--- src/design/rcfp_pkg.sv ---
package rcfp_pkg;

    localparam int CHANNELS      = 16;
    localparam int CHANNEL_WIDTH = 11;

    // payload bytes needed to hold all packed channels
    localparam int STORE_BYTES = (CHANNELS * CHANNEL_WIDTH + 7) / 8;
    localparam int STORE_AW    = (STORE_BYTES > 1) ? $clog2(STORE_BYTES) : 1;

    localparam int BYTE_W  = 8;
    localparam int COUNT_W = 9;
    localparam int INDEX_W = 4;
    localparam int VALUE_W = 11;

    // bit accumulator: up to CHANNEL_WIDTH-1 leftover bits plus one new byte
    localparam int ACC_W = (CHANNEL_WIDTH + 7 > VALUE_W) ? CHANNEL_WIDTH + 7 : VALUE_W;
    localparam int CNT_W = $clog2(ACC_W + 1);

    localparam int CFG_IDX_W = 2;

    localparam logic [BYTE_W-1:0] FIRST_SYNC_RST  = 8'hC8;
    localparam logic [BYTE_W-1:0] SECOND_SYNC_RST = 8'hEE;
    localparam logic [BYTE_W-1:0] FRAME_TYPE_RST  = 8'h16;

    typedef enum logic [CFG_IDX_W-1:0] {
        CFG_FIRST_SYNC  = 2'd0,
        CFG_SECOND_SYNC = 2'd1,
        CFG_FRAME_TYPE  = 2'd2
    } t_cfg_idx;

    typedef enum logic [3:0] {
        ST_PARSE = 4'b0001,
        ST_READ  = 4'b0010,
        ST_LOAD  = 4'b0100,
        ST_EMIT  = 4'b1000
    } t_state;

endpackage

--- src/design/rc_channel_frame_parser.sv ---
// RC-channel frame parser.
// Input channel (i_rx_valid / o_rx_ready / i_rx_byte) takes one received byte
// per request. A frame opens on either sync byte, then carries a length byte,
// a type byte and payload. Payload bytes go into a 22-byte store memory.
// When the byte count reaches length + 2 the store is read back byte by byte
// into a bit accumulator and 16 channel values of 11 bits come out in order on
// the output channel (o_ch_valid / i_ch_ready), the final one flagged by
// o_last_channel.
// Bytes are taken one per cycle while parsing. Readout steps through a read
// and a load state for each store byte, then an emit state that sends a channel
// while at least 11 bits are held and otherwise returns to the read state for
// the next store byte. No byte is taken during readout.
// A stalled receiver holds the output register; the readout waits with it.
// The configuration port (i_cfg_we, i_cfg_idx, i_cfg_data) sets the two sync
// bytes and the frame type; write it only while the block is idle.
// Reset (i_rst_n low, synchronous) returns to parsing, restores the register
// defaults and marks every store byte as zero.
module rc_channel_frame_parser
    import rcfp_pkg::*;
(
    input  logic                 i_clk,
    input  logic                 i_rst_n,
    input  logic                 i_cfg_we,
    input  logic [CFG_IDX_W-1:0] i_cfg_idx,
    input  logic [BYTE_W-1:0]    i_cfg_data,
    input  logic                 i_rx_valid,
    output logic                 o_rx_ready,
    input  logic [BYTE_W-1:0]    i_rx_byte,
    output logic                 o_ch_valid,
    input  logic                 i_ch_ready,
    output logic [INDEX_W-1:0]   o_channel_index,
    output logic [VALUE_W-1:0]   o_channel_value,
    output logic                 o_last_channel
);

    localparam logic [ACC_W-1:0] CH_MASK = {ACC_W{1'b1}} >> (ACC_W - CHANNEL_WIDTH);

    logic [BYTE_W-1:0]   r_first_sync, r_second_sync, r_frame_type;
    t_state              r_state, n_state;
    logic [COUNT_W-1:0]  r_byte_count, n_byte_count;
    logic [BYTE_W-1:0]   r_frame_length, n_frame_length;

    logic [BYTE_W-1:0]   r_store [STORE_BYTES];
    logic [STORE_BYTES-1:0] r_store_vld;
    logic [BYTE_W-1:0]   r_rd_data;
    logic                r_rd_vld;
    logic [STORE_AW-1:0] r_rd_addr, n_rd_addr;

    logic [ACC_W-1:0]    r_acc, n_acc;
    logic [CNT_W-1:0]    r_cnt, n_cnt;
    logic [INDEX_W-1:0]  r_ch, n_ch;

    logic                r_out_valid, n_out_valid;
    logic [INDEX_W-1:0]  r_out_index, n_out_index;
    logic [VALUE_W-1:0]  r_out_value, n_out_value;
    logic                r_out_last, n_out_last;

    logic                in_fire;
    logic [COUNT_W-1:0]  byte_idx;
    logic [COUNT_W-1:0]  count_inc;
    logic                store_we;
    logic                out_free;
    logic [ACC_W-1:0]    chan_word;
    logic [ACC_W-1:0]    load_bits;
    logic                ch_last;

    assign o_rx_ready      = (r_state == ST_PARSE);
    assign in_fire         = i_rx_valid && o_rx_ready;
    assign byte_idx        = r_byte_count - COUNT_W'(3);
    assign count_inc       = r_byte_count + COUNT_W'(1);
    assign store_we        = in_fire && (r_byte_count >= COUNT_W'(3))
                             && (byte_idx < COUNT_W'(STORE_BYTES));
    assign out_free        = !r_out_valid || i_ch_ready;
    assign chan_word       = r_acc & CH_MASK;
    // a byte never written since reset reads as zero
    assign load_bits       = {{(ACC_W-BYTE_W){1'b0}}, (r_rd_vld ? r_rd_data : '0)} << r_cnt;
    assign ch_last         = (r_ch == INDEX_W'(CHANNELS - 1));

    assign o_ch_valid      = r_out_valid;
    assign o_channel_index = r_out_index;
    assign o_channel_value = r_out_value;
    assign o_last_channel  = r_out_last;

    always_comb begin
        n_state        = r_state;
        n_byte_count   = r_byte_count;
        n_frame_length = r_frame_length;
        n_rd_addr      = r_rd_addr;
        n_acc          = r_acc;
        n_cnt          = r_cnt;
        n_ch           = r_ch;
        n_out_valid    = r_out_valid && !i_ch_ready;
        n_out_index    = r_out_index;
        n_out_value    = r_out_value;
        n_out_last     = r_out_last;

        case (r_state)
            ST_PARSE: begin
                if (in_fire) begin
                    if (r_byte_count == '0) begin
                        if (i_rx_byte == r_first_sync || i_rx_byte == r_second_sync) begin
                            n_byte_count = COUNT_W'(1);
                        end
                    end else if (r_byte_count == COUNT_W'(1)) begin
                        if (i_rx_byte < BYTE_W'(2)) begin
                            n_byte_count = '0;
                        end else begin
                            n_frame_length = i_rx_byte;
                            n_byte_count   = COUNT_W'(2);
                        end
                    end else if (r_byte_count == COUNT_W'(2)) begin
                        n_byte_count = (i_rx_byte == r_frame_type) ? COUNT_W'(3) : '0;
                    end else if (count_inc == ({1'b0, r_frame_length} + COUNT_W'(2))) begin
                        // frame complete: start readout
                        n_byte_count = '0;
                        n_rd_addr    = '0;
                        n_acc        = '0;
                        n_cnt        = '0;
                        n_ch         = '0;
                        n_state      = ST_READ;
                    end else begin
                        n_byte_count = count_inc;
                    end
                end
            end
            ST_READ: begin
                n_state = ST_LOAD;
            end
            ST_LOAD: begin
                n_acc     = r_acc | load_bits;
                n_cnt     = r_cnt + CNT_W'(BYTE_W);
                n_rd_addr = r_rd_addr + STORE_AW'(1);
                n_state   = ST_EMIT;
            end
            ST_EMIT: begin
                if (r_cnt >= CNT_W'(CHANNEL_WIDTH)) begin
                    if (out_free) begin
                        n_out_valid = 1'b1;
                        n_out_index = r_ch;
                        n_out_value = chan_word[VALUE_W-1:0];
                        n_out_last  = ch_last;
                        n_acc       = r_acc >> CHANNEL_WIDTH;
                        n_cnt       = r_cnt - CNT_W'(CHANNEL_WIDTH);
                        n_ch        = r_ch + INDEX_W'(1);
                        if (ch_last) begin
                            n_state = ST_PARSE;
                        end
                    end
                end else begin
                    n_state = ST_READ;
                end
            end
            default: begin
                n_state = ST_PARSE;
            end
        endcase
    end

    always_ff @(posedge i_clk) begin
        if (!i_rst_n) begin
            r_first_sync   <= FIRST_SYNC_RST;
            r_second_sync  <= SECOND_SYNC_RST;
            r_frame_type   <= FRAME_TYPE_RST;
            r_state        <= ST_PARSE;
            r_byte_count   <= '0;
            r_frame_length <= '0;
            r_out_valid    <= 1'b0;
            r_store_vld    <= '0;
        end else begin
            if (i_cfg_we) begin
                case (t_cfg_idx'(i_cfg_idx))
                    CFG_FIRST_SYNC:  r_first_sync  <= i_cfg_data;
                    CFG_SECOND_SYNC: r_second_sync <= i_cfg_data;
                    CFG_FRAME_TYPE:  r_frame_type  <= i_cfg_data;
                    default: ;
                endcase
            end
            r_state        <= n_state;
            r_byte_count   <= n_byte_count;
            r_frame_length <= n_frame_length;
            r_out_valid    <= n_out_valid;
            if (store_we) begin
                r_store_vld[byte_idx[STORE_AW-1:0]] <= 1'b1;
            end
        end
        r_rd_addr   <= n_rd_addr;
        r_acc       <= n_acc;
        r_cnt       <= n_cnt;
        r_ch        <= n_ch;
        r_out_index <= n_out_index;
        r_out_value <= n_out_value;
        r_out_last  <= n_out_last;
    end

    // payload store: one write port, one registered read port
    always_ff @(posedge i_clk) begin
        if (store_we) begin
            r_store[byte_idx[STORE_AW-1:0]] <= i_rx_byte;
        end
        r_rd_data <= r_store[r_rd_addr];
        r_rd_vld  <= r_store_vld[r_rd_addr];
    end

endmodule
--- config.mk ---
export PLATFORM = sky130hd
export DESIGN_NAME = rc_channel_frame_parser
export DESIGN_NICKNAME = d
export VERILOG_FILES = /design/src/design/rcfp_pkg.sv /design/src/design/rc_channel_frame_parser.sv
export SDC_FILE = /design/constraint.sdc
export NUM_CORES = 1
export LEC_CHECK = 0
export BUFFER_PORTS_ARGS = -buffer_cell sky130_fd_sc_hd__buf_2
export CAP_MARGIN = 40
export CORE_MARGIN = 1
export CORE_UTILIZATION = 50
export DETAILED_ROUTE_END_ITERATION = 6
export GPL_TIMING_DRIVEN = 0
export PLACE_DENSITY = 0.66
export SYNTH_ARGS = -nofsm -noshare
export SYNTH_HDL_FRONTEND = slang
export SYNTH_SLANG_ARGS = --single-unit
--- constraint.sdc ---
create_clock -name i_clk -period 5.84 [get_ports i_clk]
set_clock_uncertainty 0.2 [all_clocks]
set_input_delay 0.584 -clock i_clk [delete_from_list [all_inputs] [get_ports i_clk]]
set_output_delay 0.584 -clock i_clk [all_outputs]
set_load 0.05 [all_outputs]
==> qor.txt, run 1 <==
Hold crit path type: in2reg
Status: finished, final reports clean
R2r startpoint: r_byte_count[1]$_SDFFE_PN0P_
Cell Area, Placed: 14130 um^2
Post-layout util: 0.5772
Crit path max-delay cell type: or4_1
I/O pins: 41
Data required, critical path: 5900 ps
Clk pin slew, worst setup/hold paths: 60 ps
Area grow syn2layout: 13.30%
Final Hold Fails: 0
Synth top area share: 0.5066
Cells on worst reg2reg path: 10
Initial core utilization: 0.5095
Max clock buf depth: 3
Yosys warns: 0
Die Y: 165.0 um
Root buf cell: clkbuf_16
CTS-repair resized insts: 0
Post-synthesis cell area: 13280 um^2
CTS tree: done
Main flop type after synthesis: edfxtp_1
First-pass GRT wire length: 45470 um
Max Clk Rate: 0.2407 GHz
Final Instance Area: 15040 um^2
Worst Setup Slack, final: 1685 ps
Post-synth net total: 1003
Final nets: 1100
CP endpoint kind: flip-flop
Layout cell share with drive strength beyond 1: 0.1722
Final setup violation count: 0
Setup Buffers After CTS: 0
Port bufs: 40
Slew headroom: 0.4156
Avg Inst Size Synth: 13.72 um^2
EDFF count, synth: 224
Reg2reg setup slack: 1690 ps
Most frequent cells in the layout: edfxtp_1, nor2_1, dfxtp_1, clkbuf_1, mux4_2
Core Rows: 59
IR drop worst, VDD: 0.2489 mV
MaxCap Viol Count: 0
Total die area: 27210 um^2
Initial antenna violation count: 0
Minimum clock period: 4155 ps
Hold-critical path depth: 3
Arr. time, crit path: 4220 ps
Vias in the first global route: 8129
WS Path Type: reg2reg
Crit path top cell by count: or4_1
DRT antenna net count: 0
Pwr per Cell Area: 277.0 nW/um^2
Largest net degree at the start of global routing: 27
DP HPWL: 20220 um
Cells after Synth: 968
Inserted Diodes: 0
Largest area contributor in the netlist: edfxtp_1
Critical Path Max Stage Delay: 620 ps
Reg2reg end: r_acc[6]$_DFFE_PP_
DRT iter0 DRCs: 700
Top post-synthesis cells by area: edfxtp_1, dfxtp_1, mux4_2, mux2i_1, nor2_1
Drt via density: 5.796
Htree depth: 1
Final period util: 0.7114
Sequential area share after synthesis: 0.6227
Hold path startpoint: i_cfg_data[1]
Grt total ovfl: 0
GRT Overall Usage: 0.2208
Total negative slack: 0 ps
Count of unique library cells instantiated by Yosys: 63
Dpl ws: 1697 ps
Async S/R FF share, synth: 0
RSZ-0062 raised after global routing: false
Cts hold-fix bufs: 0
Core box area: 26060 um^2
Seq cells post-synth: 301
Final Power: 0.004167 W
DR WL/cell: 20.33 um
Routed via count: 8236
DIE WIDTH: 165.0 um
Critical path, cell by cell: ha_1, buf_2, nand2_1, xor3_1, o21a_1, or4_1, clkbuf_1, or4_1, a211oi_4, buf_8
CTS buffer count: 31
CTS Sinks: 301
Placer Congestion: 0.8992
Leak Pwr: 5.147 nW
Clk_lat worst skew: 560 ps
Worst hold endpoint: r_second_sync[1]$_SDFFE_PN1P_
Slew Viols, Final: 0
DRT Wirelength: 28890 um
Worst-path fanout max: 17
CP Launch Type: flip-flop
Tightest Pin Transition: 873.4 ps
Commonest non-fill, non-tap cell in the layout: edfxtp_1
TritonRoute pass-1 iters: 5
Drt drc: 0
-- worst max path at each step --
stage	startpoint	end	slack, ps	cells past startpoint
after detailed placement	r_byte_count[1]$_SDFFE_PN0P_	r_acc[8]$_DFFE_PP_	1700	10
after global routing	r_byte_count[1]$_SDFFE_PN0P_	r_acc[11]$_DFFE_PP_	1450	10
after global placement	r_byte_count[1]$_SDFFE_PN0P_	r_acc[10]$_DFFE_PP_	-30	9
after floorplan	r_byte_count[1]$_SDFFE_PN0P_	r_acc[0]$_DFFE_PP_	1030	9
after CTS	r_byte_count[1]$_SDFFE_PN0P_	r_acc[2]$_DFFE_PP_	1680	10
final	r_byte_count[1]$_SDFFE_PN0P_	r_acc[6]$_DFFE_PP_	1690	10
-- worst max-delay path: cells and delay by family (launching register included) --
family / cells / cell delay, ps
compound gates: 2 / 570
xor+xnor: 1 / 390
fa+ha+maj: 1 / 280
buf+inv: 3 / 680
flops: 1 / 510
simple gates: 3 / 1210
-- flip-flops by register name, indices dropped and copies added, names as in the netlist --
| signal | flops |
|---|---|
| r_rd_vld | 1 |
| r_rd_data | 8 |
| r_state | 4 |
| r_acc | 18 |
| r_frame_length | 8 |
| r_first_sync | 8 |
| r_cnt | 5 |
| r_store_vld | 22 |
| o_channel_value | 11 |
| r_rd_addr | 5 |
| r_store | 176 |
| o_ch_valid | 1 |
| o_channel_index | 4 |
| r_ch | 4 |
| o_last_channel | 1 |
| r_frame_type | 8 |
| r_byte_count | 9 |
| r_second_sync | 8 |
-- routing by layer --
| layer | share of wire | wire length (um) | vias up | GRT usage |
|---|---|---|---|---|
| met5 | 0 | 0 | - | 0 |
| met4 | 0.018 | 509 | 0 | 0.06214 |
| met3 | 0.044 | 1275 | 34 | 0.02536 |
| met2 | 0.49 | 14290 | 202 | 0.3738 |
| met1 | 0.44 | 12810 | 4114 | 0.3007 |
| li1 | - | - | 3886 | - |
-- Yosys cell counts (25+ instances only) --
cell type,n
nand2_1,55
xnor2_1,27
nor2_1,82
mux2i_1,39
clkbuf_1,46
o21ai_0,27
o21a_1,30
a21oi_1,25
mux4_2,56
nand3_1,38
dfxtp_1,77
edfxtp_1,224
-- cell families (layout without fill, tap and decap cells) --
kind of cell | after synthesis | count (layout) | share of synthesized area
simple gates | 272 | 272 | 0.1003
fa+ha+maj | 12 | 12 | 0.01131
buf+inv | 87 | 205 | 0.02535
compound gates | 152 | 152 | 0.07860
mux | 99 | 99 | 0.1278
xor+xnor | 45 | 45 | 0.03393
flops | 301 | 301 | 0.6228
-- stage by stage --
step                      cells  hold slack, ps
after global placement     1343           241.6
final                      1421           85.18
after global routing       1421           68.15
after CTS                  1421           58.43
after floorplan             968           220.8
after detailed placement   1367           242.1
-- final cells by class --
class	count	area (um^2)
Fill cell	2132	11020
Sequential cell	301	8268
Multi-Input combinational cell	580	4707
Clock buffer	45	869.6
Tap cell	335	419.2
Timing Repair Buffer	64	395.4
Buffer	66	257.7
Inverter	21	78.83
Clock inverter	9	46.29
-- where the power goes --
group / internal (W) / switching (W)
Sequential: 0.00229 / 0.00000448
Combinational: 0.0000263 / 0.0000570
Clock: 0.00102 / 0.000763
Total: 0.00334 / 0.000824
Power figures use the tool's default switching activity.
==> inputs of run 2 (changes only) <==
--- a/config.mk
+++ b/config.mk
@@ -5,6 +5,7 @@
 export SDC_FILE = /design/constraint.sdc
 export NUM_CORES = 1
 export LEC_CHECK = 0
+export ABC_AREA = 1
 export BUFFER_PORTS_ARGS = -buffer_cell sky130_fd_sc_hd__buf_2
 export CAP_MARGIN = 40
 export CORE_MARGIN = 1
==> constraint.sdc (replaced) <==
create_clock -name i_clk -period 4.3 [get_ports i_clk]
set_clock_uncertainty 0.2 [all_clocks]
set_input_delay 0.43 -clock i_clk [delete_from_list [all_inputs] [get_ports i_clk]]
set_output_delay 0.43 -clock i_clk [all_outputs]
set_load 0.05 [all_outputs]
==> qor.txt, run 2 <==
Synth top area share: 0.5068 (was 0.5066)
Htree depth: 1 (unchanged)
Clk_lat worst skew: 560 ps (about the same)
Total negative slack: 0 ps (unchanged)
CTS buffer count: 30 (was 31)
DRT Wirelength: 32560 um (was 28890 um)
Critical path, cell by cell: ha_1, buf_2, nand2_2, inv_2, nor2_2, nor2_1, o21ai_2, o2111a_1, nand2_2, nor2_2, nand2_1, nor2_1 (was ha_1, buf_2, nand2_1, xor3_1, o21a_1, or4_1, clkbuf_1, or4_1, a211oi_4, buf_8)
DR WL/cell: 18.23 um (was 20.33 um)
Crit path max-delay cell type: nor2_1 (was or4_1)
Worst-path fanout max: 8 (was 17)
DIE WIDTH: 164.9 um (was 165.0 um)
Commonest non-fill, non-tap cell in the layout: edfxtp_1 (unchanged)
Area grow syn2layout: 13.26% (was 13.30%)
Total die area: 27200 um^2 (was 27210 um^2)
Post-synth net total: 1374 (was 1003)
CTS-repair resized insts: 0 (unchanged)
Final Power: 0.007172 W (was 0.004167 W)
Leak Pwr: 5.549 nW (was 5.147 nW)
Number of flip-flops in the largest register: 176 (unchanged)
Port bufs: 40 (unchanged)
Final setup violation count: 0 (unchanged)
GRT Overall Usage: 0.2427 (was 0.2208)
Hold crit path type: in2reg (unchanged)
Root buf cell: clkbuf_16 (unchanged)
Post-layout util: 0.5768 (was 0.5772)
Clk pin slew, worst setup/hold paths: 70 ps (was 60 ps)
EDFF count, synth: 224 (unchanged)
Layout Cells excl Fill: 1786 (was 1421)
Main flop type after synthesis: edfxtp_1 (unchanged)
Drt drc: 0 (unchanged)
Cells after Synth: 1339 (was 968)
Largest net degree at the start of global routing: 27 (unchanged)
Initial antenna violation count: 0 (unchanged)
Routed via count: 10026 (was 8236)
Max clock buf depth: 3 (unchanged)
Status: finished, final reports clean (unchanged)
Worst Setup Slack, final: 939.7 ps (was 1685 ps)
MaxCap Viol Count: 0 (unchanged)
Final nets: 1463 (was 1100)
IR drop worst, VDD: 0.3089 mV (was 0.2489 mV)
Slew Viols, Final: 0 (unchanged)
Drt via density: 5.614 (was 5.796)
Seq cells post-synth: 301 (unchanged)
Arr. time, crit path: 3360 ps (was 4220 ps)
Inserted Diodes: 0 (unchanged)
CP endpoint kind: flip-flop (unchanged)
Core Rows: 59 (unchanged)
Vias in the first global route: 9173 (was 8129)
Die Y: 164.9 um (was 165.0 um)
Sequential area share after synthesis: 0.6230 (was 0.6227)
Post-synthesis cell area: 13270 um^2 (was 13280 um^2)
DRT antenna net count: 0 (unchanged)
Max Clk Rate: 0.2976 GHz (was 0.2407 GHz)
Synth top cells by count: edfxtp_1, nand2_1, nor2_1 (was edfxtp_1, nor2_1, dfxtp_1)
First-pass GRT wire length: 50050 um (was 45470 um)
Layout cell share with drive strength beyond 1: 0.08270 (was 0.1722)
WS Path Type: reg2reg (unchanged)
Worst path top cell family by delay: simple AND/OR/NAND/NOR gates (unchanged)
Yosys warns: 0 (unchanged)
Cts hold-fix bufs: 10 (was 0)
CTS tree: done (unchanged)
Count of unique library cells instantiated by Yosys: 44 (was 63)
TritonRoute pass-1 iters: 6 (was 5)
DP HPWL: 22520 um (was 20220 um)
Final period util: 0.7815 (was 0.7114)
Dpl cells: 1720 (was 1367)
Critical Path Max Stage Delay: 590 ps (was 620 ps)
Avg Inst Size Synth: 9.911 um^2 (was 13.72 um^2)
Top post-synthesis cells by area: edfxtp_1, dfxtp_1, nand2_1, nor2_1, o21ai_0 (was edfxtp_1, dfxtp_1, mux4_2, mux2i_1, nor2_1)
Most frequent cells in the layout: edfxtp_1, nand2_1, nor2_1, o21ai_0, inv_1 (was edfxtp_1, nor2_1, dfxtp_1, clkbuf_1, mux4_2)
Largest area contributor in the netlist: edfxtp_1 (unchanged)
Placer Congestion: 0.9055 (was 0.8992)
Final Hold Fails: 0 (unchanged)
Pwr per Cell Area: 477.1 nW/um^2 (was 277.0 nW/um^2)
I/O pins: 41 (unchanged)
Grt total ovfl: 0 (unchanged)
CP Launch Type: flip-flop (unchanged)
Final-layout fill cell count: 2259 (was 2132)
Most frequent cell after synthesis: edfxtp_1 (unchanged)
CTS Sinks: 301 (unchanged)
Dpl ws: 924.1 ps (was 1697 ps)
Data required, critical path: 4300 ps (was 5900 ps)
Async S/R FF share, synth: 0 (unchanged)
RSZ-0062 raised after global routing: false (unchanged)
Setup Buffers After CTS: 0 (unchanged)
Bufs and invs on worst path: 2 (was 3)
Core box area: 26060 um^2 (unchanged)
Slew headroom: 0.4655 (was 0.4156)
Tightest Pin Transition: 795.7 ps (was 873.4 ps)
DRT iter0 DRCs: 940 (was 700)
Minimum clock period: 3360 ps (was 4155 ps)
Initial core utilization: 0.5093 (was 0.5095)
## run 2: changes by cell type after synthesis, sizes merged, moves of 13 or more
cell / before / now
o21a: 30 / 2
o21ai: 27 / 129
inv: 18 / 121
nand3: 39 / 62
a21oi: 25 / 74
mux4: 56 / 0
a211oi: 3 / 23
xnor2: 27 / 5
buf: 20 / 7
o22ai: 6 / 24
mux2i: 39 / 2
nand2: 55 / 219
nor2: 82 / 188
## run 2: kinds of logic (layout without fill, tap and decap cells)
kind of cell / after synthesis / after routing / synth area share
xor+xnor: 28 / 28 / 0.01848
flops: 301 / 301 / 0.6230
fa+ha+maj: 12 / 12 / 0.01131
simple gates: 498 / 498 / 0.1551
compound gates: 308 / 308 / 0.1361
mux: 2 / 2 / 0.001508
buf+inv: 190 / 302 / 0.05449
## run 2: cell type report
cell class | count | area (um^2) | share of cell area
timing repair buffer | 57 | 350.3 | 0.02331
clock inverter | 22 | 226.5 | 0.01507
multi-input combinational | 848 | 4283 | 0.2849
inverter | 126 | 473.0 | 0.03146
clock buffer | 33 | 762.0 | 0.05069
tap | 335 | 419.2 | 0.02788
sequential | 301 | 8268 | 0.5500
buffer | 64 | 250.2 | 0.01665
## run 2: worst paths after layout
path | start | to | slack [ps] | cells past startpoint
max | r_byte_count[0]$_SDFFE_PN0P_ | r_store[17][7]$_DFFE_PP_ | 940 | 12
min | i_cfg_idx[0] | r_first_sync[3]$_SDFFE_PN1P_ | 90 | 4
max reg2reg | r_byte_count[0]$_SDFFE_PN0P_ | r_store[17][7]$_DFFE_PP_ | 940 | 12
min reg2reg | r_store_vld[8]$_SDFFE_PN0P_ | r_store_vld[8]$_SDFFE_PN0P_ | 250 | 2
## run 2: power by group
group | internal (W) | switching, W | total [W]
logic | 0.000370 | 0.000853 | 0.00122
registers | 0.00324 | 0.0000962 | 0.00334
clock network | 0.00152 | 0.00109 | 0.00261
total | 0.00513 | 0.00204 | 0.00717
## run 2: tightest hold or removal path, cell delays in order
cell and delay (ps):
buf_2 90, nor3_1 120, nand2_1 90, nand3_1 70
## run 2: layer usage
layer | share of wire | vias to the layer above | global-route usage | wire length [um]
li1 | - | 4843 | - | -
met1 | 0.43 | 4730 | 0.3337 | 14070
met2 | 0.47 | 386 | 0.3992 | 15380
met3 | 0.071 | 67 | 0.03516 | 2323
met4 | 0.024 | 0 | 0.07131 | 786
met5 | 0 | - | 0 | 0
## run 2: metrics by stage
| step | hold slack [ps] | area (um^2) |
|---|---|---|
| 3_3_place_gp | 230.9 | 13890 |
| 6_report | 86.52 | 15030 |
| 2_1_floorplan | 220.2 | 13270 |
| 3_5_place_dp | 233.1 | 13940 |
| 5_1_grt | 120.4 | 15030 |
| 4_1_cts | 67.67 | 15030 |
==> inputs of run 3 (changes only) <==
--- a/config.mk
+++ b/config.mk
@@ -5,7 +5,7 @@
 export SDC_FILE = /design/constraint.sdc
 export NUM_CORES = 1
 export LEC_CHECK = 0
-export ABC_AREA = 1
+export ABC_AREA = 0
 export BUFFER_PORTS_ARGS = -buffer_cell sky130_fd_sc_hd__buf_2
 export CAP_MARGIN = 40
 export CORE_MARGIN = 1
==> constraint.sdc (replaced) <==
create_clock -name i_clk -period 3.3 [get_ports i_clk]
set_clock_uncertainty 0.2 [all_clocks]
set_input_delay 0.33 -clock i_clk [delete_from_list [all_inputs] [get_ports i_clk]]
set_output_delay 0.33 -clock i_clk [all_outputs]
set_load 0.05 [all_outputs]
==> qor.txt, run 3 (same netlist as run 1, synthesis figures left out) <==
Initial antenna violation count: 0 (unchanged)
CTS tree: done (unchanged)
DRT Wirelength: 29610 um (was 32560 um)
Core box area: 26060 um^2 (unchanged)
Total die area: 27210 um^2 (was 27200 um^2)
Commonest non-fill, non-tap cell in the layout: edfxtp_1 (unchanged)
I/O pins: 41 (unchanged)
Status: finished, violations left (was finished, final reports clean)
Data required, critical path: 3320 ps (was 4300 ps)
Htree depth: 2 (was 1)
Layout cell share with drive strength beyond 1: 0.2409 (was 0.08270)
Area grow syn2layout: 19.77% (was 13.26%)
Die Y: 165.0 um (was 164.9 um)
DR WL/cell: 20.28 um (was 18.23 um)
MaxCap Viol Count: 0 (unchanged)
Violated checks: setup timing
Initial core utilization: 0.5095 (was 0.5093)
Largest net degree at the start of global routing: 27 (unchanged)
TritonRoute pass-1 iters: 5 (was 6)
First-pass GRT wire length: 46190 um (was 50050 um)
Clk pin slew, worst setup/hold paths: 60 ps (was 70 ps)
Worst Setup Slack, final: -56.46 ps (was 939.7 ps)
Root buf cell: clkbuf_16 (unchanged)
Arr. time, crit path: 3380 ps (was 3360 ps)
WS Path Type: reg2reg (unchanged)
Routed via count: 8458 (was 10026)
Internal power: 0.006323 W (was 0.005131 W)
Dpl ws: -381.7 ps (was 924.1 ps)
Pwr per Cell Area: 494.4 nW/um^2 (was 477.1 nW/um^2)
Final period util: 1.017 (was 0.7815)
Minimum clock period: 3356 ps (was 3360 ps)
RSZ-0062 raised after global routing: true (was false)
CP Launch Type: flip-flop (unchanged)
P_sw: 0.001539 W (was 0.002040 W)
Hold crit path type: in2reg (unchanged)
DRT antenna net count: 0 (unchanged)
Inserted Diodes: 0 (unchanged)
Worst-path fanout max: 5 (was 8)
CTS Sinks: 301 (unchanged)
Final nets: 1136 (was 1463)
Layout Cells excl Fill: 1460 (was 1786)
Drt via density: 5.793 (was 5.614)
IR drop worst, VDD: 0.3953 mV (was 0.3089 mV)
CTS buffer count: 34 (was 30)
Final-layout fill cell count: 2019 (was 2259)
Number of flip-flops in the largest register: 176 (unchanged)
Placer Congestion: 0.8949 (was 0.9055)
Clock network fraction of design power: 0.463 (was 0.364)
DIE WIDTH: 165.0 um (was 164.9 um)
Slew headroom: 0.4462 (was 0.4655)
CP endpoint kind: flip-flop (unchanged)
Max clock buf depth: 3 (unchanged)
Grt total ovfl: 0 (unchanged)
DRT iter0 DRCs: 696 (was 940)
Dpl cells: 1360 (was 1720)
Core Rows: 59 (unchanged)
Global Route met1 Usage: 0.2975 (was 0.3337)
Leak Pwr: 5.506 nW (was 5.549 nW)
Port bufs: 40 (unchanged)
Max Clk Rate: 0.2979 GHz (was 0.2976 GHz)
DP HPWL: 20090 um (was 22520 um)
Slew Viols, Final: 0 (unchanged)
Final setup violation count: 18 (was 0)
Met3 Use GR: 0.03390 (was 0.03516)
Final Hold Fails: 0 (unchanged)
GRT Overall Usage: 0.2252 (was 0.2427)
Sequential Power Share: 0.517 (was 0.466)
Sw Ratio: 0.1957 (was 0.2845)
Vias in the first global route: 8331 (was 9173)
Most frequent cells in the layout: edfxtp_1, nor2_1, dfxtp_1, mux4_2, nand2_1 (was edfxtp_1, nand2_1, nor2_1, o21ai_0, inv_1)
Logic pwr share: 0.020 (was 0.170)
Clk_lat worst skew: 510 ps (was 560 ps)
GR peak layer: met2 (unchanged)
Drt drc: 0 (unchanged)
Tightest Pin Transition: 830.7 ps (was 795.7 ps)
Global routing usage on met2: 0.3898 (was 0.3992)
## run 3: what timing repair did
action                                  CTS  global route
endpoints found under the hold margin    25             0
endpoints found under the setup margin  144           203
buffers inserted                         22            12
gates cloned                              3             0
hold buffers                              9             0
gates resized for setup                  58            28
pin swaps                                 6            13
## run 3: worst paths after layout
| check | startpoint | endpoint | slack, ps | depth (start not counted) |
|---|---|---|---|---|
| max | r_byte_count[1]$_SDFFE_PN0P_ | r_acc[11]$_DFFE_PP_ | -60 | 10 |
| min | i_rst_n | r_second_sync[0]$_SDFFE_PN0P_ | 50 | 3 |
| max reg2reg | r_byte_count[1]$_SDFFE_PN0P_ | r_acc[11]$_DFFE_PP_ | -60 | 10 |
| min reg2reg | r_acc[3]$_DFFE_PP_ | o_channel_value[3]$_DFFE_PP_ | 250 | 0 |
## run 3: through the flow
| stage | util | total power [W] | hold WS (ps) | TNS, ps | cell area, um^2 |
|---|---|---|---|---|---|
| after floorplan | - | 0.004219 | 220.8 | -3531 | 13350 |
| after global placement | 0.5360 | 0.004293 | 241.4 | -65760 | 13970 |
| after detailed placement | 0.5425 | 0.004297 | 233.0 | -21520 | 14140 |
| after CTS | 0.6054 | 0.007929 | 23.17 | -7378 | 15780 |
| after global routing | 0.6102 | 0.008098 | 57.56 | -1983 | 15900 |
| final | 0.6102 | 0.007862 | 54.65 | -904.4 | 15900 |
## run 3: cell type report
type                            count  area (um^2)  area share
Tap cell                          335        419.2     0.02636
Buffer                             63        299.0     0.01881
Inverter                           21        78.83    0.004957
Timing Repair Buffer              100        769.5     0.04839
Clock buffer                       46        969.7     0.06098
Multi-Input combinational cell    580         4966      0.3123
Sequential cell                   301         8287      0.5211
Clock inverter                     14        112.6    0.007082
## run 3: worst max-delay path, stage by stage (launching register included)
cell      delay (ps)
dfxtp_4          360
buf_6             90
ha_4             150
nand3_4           90
o21a_1           210
or4_4            490
a211o_4          380
or4_4            510
a211oi_4         300
buf_6            170
buf_6            120
## run 3: power groups by stage
| stage | sequential (W) | combinational [W] | clock [W] |
|---|---|---|---|
| floorplan | 0.00415 | 0.0000724 | 0 |
| global placement | 0.00415 | 0.000146 | 0 |
| detailed placement | 0.00415 | 0.000150 | 0 |
| CTS | 0.00407 | 0.000159 | 0.00370 |
| global route | 0.00407 | 0.000174 | 0.00386 |
| finish | 0.00407 | 0.000158 | 0.00364 |
## run 3: metal layers
layer	share of wire	wire length [um]
met1	0.43	12630
met2	0.51	15070
met3	0.050	1478
met4	0.015	431
met5	0	0
